## src/sv/rss_pkg.sv

```systemverilog
// Shared constants and types of the serial-bus settings memory.
package rss_pkg;

  // Widths of the word fields on the bus side.
  localparam int unsigned OPCODE_W = 3;
  localparam int unsigned CHAN_W   = 2;
  localparam int unsigned DEV_W    = 2;
  localparam int unsigned CMD_W    = 32;
  localparam int unsigned INDEX_W  = 6;
  localparam int unsigned DATA_W   = 8;

  // Default configuration.
  localparam int unsigned MEMORY_BYTES_DEF  = 64;
  localparam int unsigned CHANNEL_COUNT_DEF = 3;

  // Device selection codes.
  localparam logic [DEV_W-1:0]  NO_DEVICE   = 2'd3;
  localparam logic [DEV_W-1:0]  MEM_DEVICE  = 2'd1;
  localparam logic [CHAN_W-1:0] MEM_CHANNEL = 2'd0;

  // Command decode.
  localparam int unsigned ADDR_W     = 24;
  localparam int unsigned OFF_SHIFT  = 6;
  localparam logic [ADDR_W-1:0] MEM_BASE = 24'h000100;

  // Reset contents of the settings memory: all zero but one byte.
  localparam int unsigned      DEFAULT_BYTE  = 19;
  localparam logic [DATA_W-1:0] DEFAULT_VALUE = 8'h04;

  typedef enum logic [OPCODE_W-1:0] {
    OP_SELECT   = 3'd0,
    OP_DESELECT = 3'd1,
    OP_COMMAND  = 3'd2,
    OP_WRITE    = 3'd3,
    OP_READ     = 3'd4
  } opcode_t;

endpackage

```

## src/sv/rss_if.sv

```systemverilog
// Valid/ready channel interfaces for bus accesses and their results.
interface rss_in_if
  import rss_pkg::*;
();
  logic                valid;
  logic                ready;
  logic [OPCODE_W-1:0] opcode;
  logic [CHAN_W-1:0]   channel;
  logic [DEV_W-1:0]    device_number;
  logic [CMD_W-1:0]    command_word;
  logic [INDEX_W-1:0]  byte_index;
  logic [DATA_W-1:0]   data_in;

  modport source (output valid, opcode, channel, device_number, command_word,
                  byte_index, data_in, input ready);
  modport sink   (input valid, opcode, channel, device_number, command_word,
                  byte_index, data_in, output ready);
endinterface

interface rss_out_if
  import rss_pkg::*;
();
  logic              valid;
  logic              ready;
  logic [DATA_W-1:0] read_data;
  logic              byte_hit;
  logic              save_request;

  modport source (output valid, read_data, byte_hit, save_request, input ready);
  modport sink   (input valid, read_data, byte_hit, save_request, output ready);
endinterface

```

## src/sv/rtc_sram_serial_device.sv

```systemverilog
// Top level of the serial-bus settings memory.
//
// Each input word is one bus access (select, deselect, command word, data
// write or data read) and gives exactly one result word. The settings bytes
// live in a synchronous single-port style memory with a registered read; a
// per-byte valid flag, cleared by reset, makes an unwritten byte read as its
// reset value (zero, or 0x04 for byte 19), so no clearing pass is needed and
// the block accepts words straight out of reset. An access is decoded and its
// write or read issued in the cycle it is accepted; the read data is
// registered in the read stage and the result then in the output register.
// One access is accepted every cycle while the output is drained; the pace
// is set by the one memory port, which serves one byte per cycle. A write
// updates the memory at the edge on which it is accepted, so a read accepted
// in the next cycle already sees it.
module rtc_sram_serial_device
  import rss_pkg::*;
#(
  parameter int unsigned MEMORY_BYTES  = MEMORY_BYTES_DEF,
  parameter int unsigned CHANNEL_COUNT = CHANNEL_COUNT_DEF
) (
  input logic      clk,
  input logic      rst_n,
  rss_in_if.sink   in_ch,
  rss_out_if.source out_ch
);

  localparam int unsigned MEM_AW  = $clog2(MEMORY_BYTES);
  localparam int unsigned OFF_W   = $clog2(MEMORY_BYTES + 1);
  localparam int unsigned POS_W   = ((OFF_W > INDEX_W) ? OFF_W : INDEX_W) + 1;
  localparam int unsigned SHIFT_W = ADDR_W - OFF_SHIFT;

  // Bus state: the selected device of each channel and the byte offset set
  // by the last command word to the selected memory device.
  logic [DEV_W-1:0] sel_dev_r [CHANNEL_COUNT];
  logic [OFF_W-1:0] offset_r;
  logic [OFF_W-1:0] offset_nxt;

  // Settings memory and its written flags.
  logic [DATA_W-1:0]       mem [MEMORY_BYTES];
  logic [MEMORY_BYTES-1:0] written_r;

  // Read stage.
  logic              s1_valid_r;
  logic              s1_hit_r;
  logic              s1_save_r;
  logic              s1_read_r;
  logic [MEM_AW-1:0] s1_addr_r;
  logic [DATA_W-1:0] s1_data_r;
  logic              s1_written_r;

  // Output register.
  logic              out_valid_r;
  logic [DATA_W-1:0] out_data_r;
  logic              out_hit_r;
  logic              out_save_r;

  logic              accept;
  logic              advance;
  logic              mem_sel;
  logic [POS_W-1:0]  pos;
  logic              in_range;
  logic              is_write;
  logic              is_read;
  logic              hit;
  logic [MEM_AW-1:0] mem_addr;
  logic [ADDR_W-1:0] cmd_addr;
  logic [ADDR_W-1:0] cmd_rel;
  logic [SHIFT_W-1:0] cmd_off;
  logic [DATA_W-1:0] rd_byte;

  // The read stage moves on when the output register is free or being taken;
  // a new word enters when the read stage is empty or moving on.
  assign advance      = s1_valid_r && (!out_valid_r || out_ch.ready);
  assign in_ch.ready  = !s1_valid_r || advance;
  assign accept       = in_ch.valid && in_ch.ready;

  assign mem_sel  = (in_ch.channel == MEM_CHANNEL) &&
                    (sel_dev_r[MEM_CHANNEL] == MEM_DEVICE);
  assign pos      = POS_W'(offset_r) + POS_W'(in_ch.byte_index);
  assign in_range = pos < POS_W'(MEMORY_BYTES);
  assign mem_addr = pos[MEM_AW-1:0];
  assign is_write = in_ch.opcode == OP_WRITE;
  assign is_read  = in_ch.opcode == OP_READ;
  assign hit      = mem_sel && in_range && (is_write || is_read);

  // Command word decode: offset in 64-byte steps above the base address,
  // saturated to "no byte" below the base or past the end of the memory.
  assign cmd_addr = in_ch.command_word[ADDR_W-1:0];
  assign cmd_rel  = cmd_addr - MEM_BASE;
  assign cmd_off  = cmd_rel[ADDR_W-1:OFF_SHIFT];

  always_comb begin
    offset_nxt = offset_r;
    if (accept && (in_ch.opcode == OP_COMMAND) && mem_sel) begin
      if (cmd_addr < MEM_BASE || cmd_off >= SHIFT_W'(MEMORY_BYTES)) begin
        offset_nxt = OFF_W'(MEMORY_BYTES);
      end else begin
        offset_nxt = cmd_off[OFF_W-1:0];
      end
    end
  end

  always_ff @(posedge clk) begin
    if (!rst_n) begin
      offset_r <= OFF_W'(MEMORY_BYTES);
    end else begin
      offset_r <= offset_nxt;
    end
  end

  // Device selection per channel; accesses to absent channels match no entry.
  for (genvar c = 0; c < CHANNEL_COUNT; c++) begin : g_chan
    always_ff @(posedge clk) begin
      if (!rst_n) begin
        sel_dev_r[c] <= NO_DEVICE;
      end else if (accept && in_ch.channel == CHAN_W'(c)) begin
        if (in_ch.opcode == OP_SELECT) begin
          sel_dev_r[c] <= in_ch.device_number;
        end else if (in_ch.opcode == OP_DESELECT) begin
          sel_dev_r[c] <= NO_DEVICE;
        end
      end
    end
  end

  // Memory port: write and read at the decoded address.
  always_ff @(posedge clk) begin
    if (accept && hit && is_write) begin
      mem[mem_addr] <= in_ch.data_in;
    end
    if (accept) begin
      s1_data_r <= mem[mem_addr];
    end
  end

  always_ff @(posedge clk) begin
    if (!rst_n) begin
      written_r <= '0;
    end else if (accept && hit && is_write) begin
      written_r[mem_addr] <= 1'b1;
    end
  end

  always_ff @(posedge clk) begin
    if (!rst_n) begin
      s1_valid_r <= 1'b0;
    end else if (accept) begin
      s1_valid_r <= 1'b1;
    end else if (advance) begin
      s1_valid_r <= 1'b0;
    end
  end

  always_ff @(posedge clk) begin
    if (accept) begin
      s1_hit_r     <= hit;
      s1_save_r    <= hit && is_write;
      s1_read_r    <= hit && is_read;
      s1_addr_r    <= mem_addr;
      s1_written_r <= written_r[mem_addr];
    end
  end

  // A byte never written since reset reads as its reset value. The default
  // byte only exists when the memory is large enough to hold it.
  always_comb begin
    if (!s1_read_r) begin
      rd_byte = '0;
    end else if (s1_written_r) begin
      rd_byte = s1_data_r;
    end else if ((DEFAULT_BYTE < MEMORY_BYTES) &&
                 (s1_addr_r == MEM_AW'(DEFAULT_BYTE))) begin
      rd_byte = DEFAULT_VALUE;
    end else begin
      rd_byte = '0;
    end
  end

  always_ff @(posedge clk) begin
    if (!rst_n) begin
      out_valid_r <= 1'b0;
    end else if (advance) begin
      out_valid_r <= 1'b1;
    end else if (out_ch.ready) begin
      out_valid_r <= 1'b0;
    end
  end

  always_ff @(posedge clk) begin
    if (advance) begin
      out_data_r <= rd_byte;
      out_hit_r  <= s1_hit_r;
      out_save_r <= s1_save_r;
    end
  end

  assign out_ch.valid        = out_valid_r;
  assign out_ch.read_data    = out_data_r;
  assign out_ch.byte_hit     = out_hit_r;
  assign out_ch.save_request = out_save_r;

endmodule
```

## src/flat_wrapper.sv

```systemverilog
// flat-port wrapper written by rule: the top's interface ports become plain ports
module rtc_sram_serial_device_flat import rss_pkg::*;
#(
  parameter int unsigned MEMORY_BYTES  = MEMORY_BYTES_DEF,
  parameter int unsigned CHANNEL_COUNT = CHANNEL_COUNT_DEF
)
  (clk, rst_n, in_ch_valid, in_ch_opcode, in_ch_channel, in_ch_device_number, in_ch_command_word, in_ch_byte_index, in_ch_data_in, in_ch_ready, out_ch_valid, out_ch_read_data, out_ch_byte_hit, out_ch_save_request, out_ch_ready);
  rss_in_if in_ch_i ();
  rss_out_if out_ch_i ();
  input logic clk;
  input logic rst_n;
  input wire logic [$bits(in_ch_i.valid)-1:0] in_ch_valid;
  input wire logic [$bits(in_ch_i.opcode)-1:0] in_ch_opcode;
  input wire logic [$bits(in_ch_i.channel)-1:0] in_ch_channel;
  input wire logic [$bits(in_ch_i.device_number)-1:0] in_ch_device_number;
  input wire logic [$bits(in_ch_i.command_word)-1:0] in_ch_command_word;
  input wire logic [$bits(in_ch_i.byte_index)-1:0] in_ch_byte_index;
  input wire logic [$bits(in_ch_i.data_in)-1:0] in_ch_data_in;
  output wire logic [$bits(in_ch_i.ready)-1:0] in_ch_ready;
  output wire logic [$bits(out_ch_i.valid)-1:0] out_ch_valid;
  output wire logic [$bits(out_ch_i.read_data)-1:0] out_ch_read_data;
  output wire logic [$bits(out_ch_i.byte_hit)-1:0] out_ch_byte_hit;
  output wire logic [$bits(out_ch_i.save_request)-1:0] out_ch_save_request;
  input wire logic [$bits(out_ch_i.ready)-1:0] out_ch_ready;
  assign in_ch_i.valid = in_ch_valid;
  assign in_ch_i.opcode = in_ch_opcode;
  assign in_ch_i.channel = in_ch_channel;
  assign in_ch_i.device_number = in_ch_device_number;
  assign in_ch_i.command_word = in_ch_command_word;
  assign in_ch_i.byte_index = in_ch_byte_index;
  assign in_ch_i.data_in = in_ch_data_in;
  assign in_ch_ready = in_ch_i.ready;
  assign out_ch_valid = out_ch_i.valid;
  assign out_ch_read_data = out_ch_i.read_data;
  assign out_ch_byte_hit = out_ch_i.byte_hit;
  assign out_ch_save_request = out_ch_i.save_request;
  assign out_ch_i.ready = out_ch_ready;
  rtc_sram_serial_device #(.MEMORY_BYTES(MEMORY_BYTES), .CHANNEL_COUNT(CHANNEL_COUNT)) u_core (.clk(clk), .rst_n(rst_n), .in_ch(in_ch_i), .out_ch(out_ch_i));
endmodule
```

## config.mk

```make
export PLATFORM = sky130hd
export DESIGN_NAME = rtc_sram_serial_device_flat
export DESIGN_NICKNAME = d
export VERILOG_FILES = /design/src/sv/rss_pkg.sv /design/src/sv/rss_if.sv /design/src/sv/rtc_sram_serial_device.sv /design/src/flat_wrapper.sv
export SDC_FILE = /design/constraint.sdc
export NUM_CORES = 1
export LEC_CHECK = 0
export ABC_AREA = 1
export BUFFER_PORTS_ARGS = -buffer_cell sky130_fd_sc_hd__buf_2
export CORE_MARGIN = 5
export CORE_UTILIZATION = 30
export DETAILED_ROUTE_END_ITERATION = 7
export HOLD_SLACK_MARGIN = 0.02
export SYNTH_ARGS = -nofsm -noshare
export SYNTH_HDL_FRONTEND = slang
export SYNTH_SLANG_ARGS = --single-unit
```

## constraint.sdc

```tcl
create_clock -name clk -period 3.3 [get_ports clk]
set_clock_uncertainty 0.05 [all_clocks]
set_input_delay 0.33 -clock clk [delete_from_list [all_inputs] [get_ports clk]]
set_output_delay 0.33 -clock clk [all_outputs]
set_load 0.02 [all_outputs]
```

==> flow_summary.json <==
{
  "synth_most_common_cell": "nand2_1",
  "cts_tree": "done",
  "nets": 2819,
  "cp.required_ns": 3.62,
  "routedWlPerCell_um": 16.74,
  "pwr-share-clk": 0.424,
  "holdPathStages": 5,
  "start_util": 0.3023,
  "port_buffers": 54,
  "rsz0062_at_grt": "no",
  "synth_area_leader_cell": "edfxtp_1",
  "setup_viol": 0,
  "slew_viol_final": 0,
  "tns_ns": 0,
  "hold_violations": 0,
  "cp-start-kind": "flip-flop",
  "grt_pass1_wl_um": 103500,
  "clock-root-buffer": "clkbuf_16",
  "rows": 110,
  "fmax_ghz": 0.3259,
  "synth_edf_count": 542,
  "postSynthAreaPerCell_um2": 10.11,
  "post-place-ws_ns": 0.1297,
  "max_cap_viol_count": 0,
  "routed_via_density": 4.588,
  "final_cells": 3981,
  "yosysSeqAreaShare": 0.6518,
  "final_layout_size_suffix_gt1_frac": 0.1390,
  "post-route-period-util": 0.9299,
  "syn_inst": 2693,
  "first_global_vias": 17900,
  "synth_area_um2": 27210,
  "die_w_um": 311.2,
  "worst-setup-path-type": "reg2reg",
  "pwr-share-seq": 0.510,
  "dp_hpwl_um": 42600,
  "ys_warn_count": 0,
  "ys_seq_elements": 615,
  "ys_top_cells_by_count": "nand2_1 (1146), edfxtp_1 (542), a21oi_1 (205), inv_1 (164), o21ai_0 (91)",
  "die_h_um": 311.2,
  "hold_ws_ns": 0.06519,
  "syn_to_final_growth_pct": 14.75,
  "vias": 18260,
  "fin_crit_ns": 3.069,
  "drc_errors": 0,
  "placed_area_um2": 29070,
  "grt_remaining_overflow": 0,
  "rr_endpoint": "u_core.s1_data_r[3]",
  "fin_ws_ns": 0.2312,
  "wl_um": 66660,
  "power_frac_comb": 0.066,
  "outcome": "finished clean",
  "ys_types": 41,
  "intPower_mw": 12.89,
  "cp_max_fo": 37,
  "ctsResizeCount": 0,
  "r2r_setup_slack_ns": 0.23,
  "reg2reg_depth": 14,
  "cts_sinks": 615,
  "grt_max_degree": 54,
  "clockBufferDepth": 3,
  "globalplace.congestion": 0.8599,
  "hold_end": "u_core.offset_r[4]",
  "synthArstFlopShare": 0,
  "io_pins": 69,
  "total_power_mw": 16.65,
  "switchingPower_mw": 3.753,
  "coreArea_um2": 90010,
  "clk_latency_ns": 0.63,
  "switching_share": 0.2255,
  "end_kind": "flip-flop",
  "min_from": "in_ch_command_word[10]",
  "cts_inserted_buffers": 61,
  "synthTopCellsByArea": "edfxtp_1 (60%), nand2_1 (16%), dfxtp_1 (5.4%)",
  "h-tree-depth": 2,
  "cts_hold_buf": 12,
  "hold_path_class": "in2reg",
  "dieArea_um2": 96840,
  "path_clk_slew_ns": 0.06,
  "diodes": 0,
  "drtPass1Iterations": 8,
  "final_util": 0.3469,
  "ys.flop_type": "edfxtp_1",
  "dp_cells": 3855,
  "max_slew_margin": 0.2627,
  "syn-num-nets": 2758,
  "synth_top_cell_area_share": 0.5981,
  "grtUsageTotal": 0.1337,
  "crit-reg2reg-launch": "u_core.offset_r[0]",
  "leakagePower_nw": 12.00,
  "worstPathArrival_ns": 3.39,
  "power.density_nw_per_um2": 533.1,
  "design_area_um2": 31230,
  "worst-slew-pin-transition_ns": 1.106,
  "ant_nets": 0,
  "cts_setup_buffers": 0,
  "antenna_found_initial": 0,
  "drt_iter0_drc": 1216,
  "vdd_drop_max_uv": 411.2
}
critical path, cell delays in order (launching register included):
cell,delay [ns]
dfxtp_1,0.36
ha_4,0.15
inv_1,0.05
fa_4,0.87
buf_12,0.25
buf_4,0.31
a21oi_1,0.06
o21ai_0,0.17
nand2_1,0.11
nand2_1,0.07
nand2_1,0.08
nand2_1,0.08
nand2_1,0.05
nand2_1,0.05
nand2_1,0.06
worst max path at each step:
stage / from / endpoint / slack (ns) / depth (start not counted)
floorplan: in_ch_byte_index[0] / u_core.mem[32][0] / 0.68 / 10
global placement: in_ch_byte_index[0] / u_core.s1_data_r[6] / 0.14 / 15
detailed placement: in_ch_byte_index[0] / u_core.s1_data_r[6] / 0.13 / 15
CTS: u_core.offset_r[0] / u_core.s1_data_r[6] / 0.22 / 14
global route: u_core.offset_r[0] / u_core.s1_data_r[4] / 0.04 / 14
finish: u_core.offset_r[0] / u_core.s1_data_r[3] / 0.23 / 14
layer usage:
metal  track usage  wire length (um)
met1        0.1772             29620
met2        0.2323             33000
met3       0.01419              2352
met4       0.04028              1686
met5             0                 0
layout by cell type, fill, tap and decap left out, types with 53 or more instances in the layout:
master / instances
inv_1: 162
nor2_1: 85
o21ai_0: 91
edfxtp_1: 542
nand3_2: 53
a21oi_1: 205
dfxtp_1: 73
nand2_1: 1146
clkbuf_16: 61
buf_4: 58
buf_2: 54
power by group through the flow:
stage,Combinational [mW],Sequential [mW],Clock (mW)
floorplan,0.613,8.66,0
global placement,1.09,8.66,0
detailed placement,1.10,8.66,0
CTS,1.11,8.50,7.20
global route,1.21,8.49,7.51
finish,1.10,8.50,7.05
flip-flops by register name, summed over array words and instances, names as in the netlist:
| signal | count |
|---|---|
| u_core.mem | 512 |
| u_core.offset_r | 7 |
| u_core.out_ch.byte_hit | 1 |
| u_core.out_ch.read_data | 8 |
| u_core.out_ch.save_request | 1 |
| u_core.out_ch.valid | 1 |
| u_core.s1_addr_r | 6 |
| u_core.s1_data_r | 8 |
| u_core.s1_hit_r | 1 |
| u_core.s1_read_r | 1 |
| u_core.s1_save_r | 1 |
| u_core.s1_valid_r | 1 |
| u_core.s1_written_r | 1 |
| u_core.sel_dev_r | 2 |
| u_core.written_r | 64 |
logic make-up (layout without fill, tap and decap cells):
logic type	count (synthesis)	after routing	synth area share
flops	615	615	0.6518
xor+xnor	2	2	0.0009198
simple gates	1381	1381	0.2138
fa+ha+maj	8	8	0.003954
compound gates	367	367	0.07508
buf+inv	320	432	0.05448
cell type report:
| type | count | area (um^2) |
|---|---|---|
| Multi-Input combinational cell | 1758 | 8025 |
| Fill cell | 9095 | 58780 |
| Timing Repair Buffer | 148 | 1306 |
| Clock inverter | 34 | 369.1 |
| Inverter | 170 | 651.9 |
| Clock buffer | 80 | 1668 |
| Tap cell | 1176 | 1471 |
| Sequential cell | 615 | 17740 |
(Power assumes the default switching activity.)
